$ cat src/rtl/core/sdyr_pkg.sv
// Shared types and constants for the steady-state yaw rate command block.
// Used by every module under rtl/core; depends on nothing else.
`timescale 1ns / 1ps

package sdyr_pkg;

    // Quotient bits produced by the restoring dividers.
    localparam int QW = 24;

    // Datapath widths.
    localparam int NUM_W = 103;   // Ue*|delta|*64000*L*kr*kf
    localparam int DEN_W = 93;    // |L*L*kr*kf*65536 +- 1000*m*diff*Ue*Ue|
    localparam int RN_W  = 33;    // mu*g*128
    localparam int RD_W  = 23;    // 125*Ue
    localparam int CFG_W = 20;    // widest configuration register

    localparam logic [15:0] NUM_SCALE  = 16'd64000;
    localparam logic [9:0]  MASS_SCALE = 10'd1000;
    localparam logic [6:0]  RMAX_SCALE = 7'd125;

    // Cycles the derived-constant pipeline needs after a register write.
    localparam logic [2:0] CFG_SETTLE = 3'd4;

    localparam logic [24:0] POS_LIMIT = 25'h07FFFFF;
    localparam logic [24:0] NEG_LIMIT = 25'h0800000;

    typedef enum logic [2:0] {
        REG_MASS        = 3'd0,
        REG_FRONT_DIST  = 3'd1,
        REG_REAR_DIST   = 3'd2,
        REG_FRONT_STIFF = 3'd3,
        REG_REAR_STIFF  = 3'd4,
        REG_FRICTION    = 3'd5,
        REG_GRAVITY     = 3'd6,
        REG_MIN_SPEED   = 3'd7
    } cfg_reg_t;

    // Constants derived from the configuration registers.
    typedef struct packed {
        logic [14:0] min_speed;
        logic [25:0] m1000;     // 1000*m
        logic        dsign;     // b*kf < a*kr
        logic [33:0] diff;      // |b*kf - a*kr|
        logic [54:0] lkk;       // L*kr*kf
        logic [85:0] t1;        // L*L*kr*kf*65536
        logic [32:0] rnum;      // mu*g*128
    } cfg_derived_t;

    typedef struct packed {
        logic fault;
        logic dneg;
        logic dzero;
        logic den_neg;
    } item_flags_t;

endpackage

$ cat src/rtl/core/sdyr_div.sv
// Pipelined restoring divider: one overflow check stage, then one quotient bit per stage.
// Depends on sdyr_pkg for the quotient width.
`timescale 1ns / 1ps

module sdyr_div #(
    parameter int NW = 33,
    parameter int DW = 23,
    parameter int SW = 1
) (
    input  logic                    clk,
    input  logic                    rst_n,
    input  logic                    en,
    input  logic                    in_valid,
    input  logic [NW-1:0]           n,
    input  logic [DW-1:0]           d,
    input  logic [SW-1:0]           side_in,
    output logic                    out_valid,
    output logic [sdyr_pkg::QW:0]   quot,
    output logic [SW-1:0]           side_out
);

    localparam int QW = sdyr_pkg::QW;
    localparam int XW = (NW > DW + QW) ? NW : DW + QW;

    logic [QW:0]    vld_reg;
    logic [XW-1:0]  rem_reg  [QW];
    logic [DW-1:0]  d_reg    [QW];
    logic [QW-1:0]  q_reg    [QW+1];
    logic           sat_reg  [QW+1];
    logic [SW-1:0]  side_reg [QW+1];

    always_ff @(posedge clk or negedge rst_n)
    begin
        if (!rst_n)
        begin
            vld_reg <= '0;
        end
        else if (en)
        begin
            vld_reg <= {vld_reg[QW-1:0], in_valid};
        end
    end

    // A quotient that would need more than QW bits is flagged and reported as 2^QW.
    always_ff @(posedge clk)
    begin
        if (en)
        begin
            rem_reg[0]  <= XW'(n);
            d_reg[0]    <= d;
            q_reg[0]    <= '0;
            sat_reg[0]  <= XW'(n) >= (XW'(d) << QW);
            side_reg[0] <= side_in;
        end
    end

    for (genvar j = 1; j <= QW; j++)
    begin : g_step
        localparam int B = QW - j;
        logic [XW-1:0] trial;
        logic          ge;

        assign trial = XW'(d_reg[j-1]) << B;
        assign ge    = rem_reg[j-1] >= trial;

        always_ff @(posedge clk)
        begin
            if (en)
            begin
                q_reg[j]    <= q_reg[j-1] | (QW'(ge) << B);
                sat_reg[j]  <= sat_reg[j-1];
                side_reg[j] <= side_reg[j-1];
            end
        end

        if (j < QW)
        begin : g_rem
            always_ff @(posedge clk)
            begin
                if (en)
                begin
                    rem_reg[j] <= ge ? (rem_reg[j-1] - trial) : rem_reg[j-1];
                    d_reg[j]   <= d_reg[j-1];
                end
            end
        end
    end

    assign out_valid = vld_reg[QW];
    assign quot      = sat_reg[QW] ? {1'b1, QW'(0)} : {1'b0, q_reg[QW]};
    assign side_out  = side_reg[QW];

endmodule

$ cat config.mk
export PLATFORM = sky130hd
export DESIGN_NAME = sdyr_div
export DESIGN_NICKNAME = d
export VERILOG_FILES = /design/src/rtl/core/sdyr_pkg.sv /design/src/rtl/core/sdyr_div.sv
export SDC_FILE = /design/constraint.sdc
export NUM_CORES = 2
export LEC_CHECK = 0
export BUFFER_PORTS_ARGS = -buffer_cell sky130_fd_sc_hd__buf_4
export CAP_MARGIN = 20
export CORE_UTILIZATION = 35
export DETAILED_ROUTE_END_ITERATION = 16
export GPL_TIMING_DRIVEN = 0
export PLACE_DENSITY = 0.49
export SLEW_MARGIN = 20
export SYNTH_ARGS = -nofsm -noshare
export SYNTH_HDL_FRONTEND = slang
export SYNTH_SLANG_ARGS = --single-unit
$ cat constraint.sdc
create_clock -name clk -period 4.58 [get_ports clk]
set_input_delay 1.374 -clock clk [delete_from_list [all_inputs] [get_ports clk]]
set_output_delay 1.374 -clock clk [all_outputs]
set_load 0.005 [all_outputs]
**Word-level counts from Yosys, hierarchy flattened**

Memories as Yosys holds them, arrays and structs flattened.
Cells that the tools add are included.

- Bits in registers: 25
- Word-level logic and storage cells: 104
- Memories kept: 5
- RAM bits: 2,330
- Output and inout port bits: 27
- Input bits: 61

Memory list:

| memory | words | width | rd ports | clocked after memory_dff | write ports | line | source |
|---|---|---|---|---|---|---|---|
| rem_reg | 24 | 47 | 24 | 0 | 24 | sdyr_div.sv:26 | `logic [XW-1:0] rem_reg [QW];` |
| q_reg | 25 | 24 | 25 | 0 | 25 | sdyr_div.sv:28 | `logic [QW-1:0] q_reg [QW+1];` |
| d_reg | 24 | 23 | 24 | 0 | 24 | sdyr_div.sv:27 | `logic [DW-1:0] d_reg [QW];` |
| sat_reg | 25 | 1 | 25 | 0 | 25 | sdyr_div.sv:29 | `logic sat_reg [QW+1];` |
| side_reg | 25 | 1 | 25 | 0 | 25 | sdyr_div.sv:30 | `logic [SW-1:0] side_reg [QW+1];` |

- Bitwise operators: 24
- Mux-type cells: 26
- $lt $le $gt $ge: 25
- $add $sub $neg: 23

Operator list:

| operator | count |
|---|---|
| $mux W47 | 23 |
| $ge A33 B47 Y1 | 1 |
| $ge A47 B23 Y1 | 1 |
| $ge A47 B24 Y1 | 1 |
| $ge A47 B25 Y1 | 1 |
| $ge A47 B26 Y1 | 1 |
| $ge A47 B27 Y1 | 1 |
| $ge A47 B28 Y1 | 1 |
| $ge A47 B29 Y1 | 1 |
| $ge A47 B30 Y1 | 1 |
| $ge A47 B31 Y1 | 1 |
| $ge A47 B32 Y1 | 1 |
| $ge A47 B33 Y1 | 1 |
| $ge A47 B34 Y1 | 1 |
| $ge A47 B35 Y1 | 1 |
| $ge A47 B36 Y1 | 1 |
| $ge A47 B37 Y1 | 1 |
| $ge A47 B38 Y1 | 1 |
| $ge A47 B39 Y1 | 1 |
| $ge A47 B40 Y1 | 1 |
| $ge A47 B41 Y1 | 1 |
| $ge A47 B42 Y1 | 1 |
| $ge A47 B43 Y1 | 1 |
| $ge A47 B44 Y1 | 1 |
| 51 further kinds | 52 |

**Longest topological paths before layout**

An unclocked memory read counts as a cell.

- Word-level depth: 3
- Gate-level depth with buffers: 15
- Gate-level depth less buffers: 14

**Worst setup path before layout**

Ideal clock, no wire load.

- Kind: reg2reg
- From: memory d_reg[4][0]
- To: memory rem_reg[0][265] in the netlist's numbering, data pin
- Library setup time: 0.270 ns
- Arrival: 3.088 ns
- Required time: 4.310 ns
- Buffers on the path: 2
- Stages on the path, launching flop included: 14
- Period minus slack after synthesis: 3.358 ns
- Slack: 1.222 ns
- Path through: edfxtp_1 > ha_1 > fa_1 > nor2b_1 > o31ai_1 > a21oi_1 > o21ai_0 > o21ai_0 > a221oi_1 > o31a_1 > clkinv_1 > clkbuf_1 > buf_1 > a21oi_1

RTL lines:

| element | line |
|---|---|
| start: declaration | sdyr_div.sv:27 |
| end: declaration | sdyr_div.sv:26 |

==> impl_metrics.tcl <==
set metrics [dict create \
    dp_cells 12500 \
    die-width_um 544 \
    drive_gt1_share_pct 8.01 \
    drtIter0Drc 4964 \
    yosysTopAreaCell "edfxtp_1" \
    port_buffers 87 \
    async_flop_share_pct 1.22 \
    layout.cells.non_filler 13000 \
    period_share_pct 97.0 \
    drc 0 \
    fin_worst_skew_ns 0.0726 \
    end_kind "flip-flop" \
    cts_max_level 4 \
    cts_root_buf "clkbuf_16" \
    wire_per_inst_um 20.3 \
    cp_data_arrival_time_ns 5.01 \
    overflow 0 \
    fp.coreArea_um2 292000 \
    fmax_mhz 225 \
    rsz0062_at_grt "false" \
    synthCells 8529 \
    max_stage_delay_ns 0.67 \
    r2r-start "d_reg[11][20]" \
    yosysMostFrequentCell "edfxtp_1" \
    status "complete, no violations" \
    powerDensity_nw_per_um2 586 \
    syn-num-nets 9161 \
    start_kind "flip-flop" \
    ys_seq_area_share_pct 59.4 \
    dieArea_um2 296000 \
    worstPathMaxFanout 18 \
    cts_tree "built" \
    synth-edff-count 2016 \
    first_pass_iters 7 \
    synthTopCellsByCount "edfxtp_1, a21oi_1, inv_1" \
    antenna_found_initial 7 \
    synth-seq-cells 2041 \
    n_fill_cell 27900 \
    cp.required_ns 5.15 \
    ctsHoldBuffers 0 \
    path_class "reg -> reg" \
    hp-class "in -> async" \
    ys_top_cells_by_area "edfxtp_1, ha_1, a21oi_1" \
    final_nets 9500 \
    grt_max_degree 159 \
    netlist.area_leader.share_pct 58.8 \
    clock_latency_ns 0.91 \
    slew_headroom_pct 18.1 \
    design_area_um2 117000 \
    start_util_pct 35.3 \
    clock_path_buffers 4 \
    grt_pass1_vias 66100 \
    die_h_um 544 \
    ys.flop_type "edfxtp_1" \
    vdd_drop_max_v 0.000375 \
    final_hold_viol_count 0 \
    rows 198 \
    track_usage_pct 17.4 \
    p_leak_uw 0.0437 \
    yosysUniqueCellTypes 100 \
    numCtsBuffers 231 \
    tightest_slew_ns 1.21 \
    crit_top_cell "and3_1" \
    fin_util_pct 40.0 \
    yosys_warnings 0 \
    clk_pin_slew_ns 0.06 \
    fin_crit_ns 4.44 \
    cts.sinks 2041 \
    grt_pass1_wl_mm 399 \
    path_cells "inv_1 -> ha_1 -> clkbuf_1 -> and3_1 -> and3_1 -> nand4_1 -> nor4_2 -> or4_1 -> a41oi_2 -> inv_2 -> o211ai_1 -> or3_1 -> xnor2_1" \
    fin_ws_ns 0.136 \
    largest_reg_flops 1114 \
    dp_slack_ns -2.13 \
    syn_area_per_cell_um2 12.1 \
    drtAntennaViolNets 0 \
    dp_hpwl_mm 199 \
    critPathLaunch "d_reg[11][20]" \
    wirelength_mm 262 \
    setup_viol 0 \
    vias_per_cell 5.14 \
    slew_viol_final 0 \
    gp_congestion 0.874 \
    ioPinCount 88 \
    num_vias 66500 \
    netlist_area_um2 103000 \
    cap_viol_max_count 0 \
    placed_cell_area_um2 109000 \
    cp_slowest_cell "nor4_2" \
    area_growth_syn_to_layout_pct 13.3 \
]
[what timing repair did]
action                                  CTS  global route
pin swaps                                 0             1
gates resized for setup                  17            25
buffers inserted                          0             0
endpoints found under the setup margin  236           168
gates cloned                              5             0
[worst paths after layout]
check                           cells after the start  slack (ns)               to
worst min-delay path                                1        0.39       vld_reg[1]
min in group clk                                    0        0.39  rem_reg[0][290]
max in group asynchronous                           1        3.95      vld_reg[22]
worst min register to register                      0        0.39  rem_reg[0][290]
worst max register to register                     13        0.14  rem_reg[1][225]
worst max-delay path                               13        0.14  rem_reg[1][225]
[stage by stage]
step,hold slack [ns],total power [uW],TNS (ns)
finish,0.387,68300,0
global route,0.343,72600,0
CTS,0.295,69100,0
detailed placement,0.405,50400,-311.25
global placement,0.400,50900,-
floorplan,0.400,43400,0
[power by group]
group	internal [uW]	leakage (uW)	switching (uW)	total [uW]
sequential	25300	0.0198	2730	28000
combinational	9240	0.0203	12900	22200
clock	10500	0.00361	7620	18100
total	45000	0.0437	23300	68300
[placed cells by master (no fill, tap or decap), drive strengths merged, types with 91 or more instances in the layout]
cell	count
edfxtp	2016
inv	714
a21oi	709
nor2	582
ha	548
nand2	520
clkbuf	437
o21ai	435
xnor2	383
xor2	287
a21o	219
nor3	158
nor4	146
nand3	141
nand4	140
mux2	140
buf	122
nor2b	112
clkinv	111
o21a	93
nand2b	91
[cells by family (layout without fill, tap and decap cells)]
family | after synthesis | in the layout | synth area share (%)
AO/OA/AOI/OAI | 1938 | 1938 | 11.6
XOR/XNOR | 670 | 670 | 5.70
adder cells (fa/ha/maj) | 571 | 571 | 7.11
buffers and inverters | 900 | 1422 | 3.33
flip-flops | 2041 | 2041 | 59.4
multiplexers | 146 | 146 | 1.62
other | 0 | 3 | 0
AND/OR/NAND/NOR | 2263 | 2263 | 11.2
[cell type report]
cell class	count	area [um^2]	area share [%]
flip-flops and latches	2041	61200	52.4
multi-input cells	5588	38500	33.0
clock buffers	265	5930	5.08
well taps	3900	4880	4.18
inverters	707	2660	2.28
clock inverters	151	1480	1.27
repair buffers	109	1260	1.08
plain buffers	190	788	0.676
diodes	3	7.51	0.00643
[metal layers]
layer	GRT usage [%]	part of all wire [%]
met1	23.6	46
met2	29.3	48
met3	2.25	4.0
met4	4.02	2.2
met5	0	0
[critical path, delay by kind of cell, from the launching register on]
family / cells / cell delay, ns
buffers and inverters: 3 / 0.84
adder cells (fa/ha/maj): 1 / 0.27
AO/OA/AOI/OAI: 2 / 0.34
XOR/XNOR: 1 / 0.16
flip-flops: 1 / 0.47
AND/OR/NAND/NOR: 6 / 2.06
Note: power is estimated with default switching activity, not from simulation.
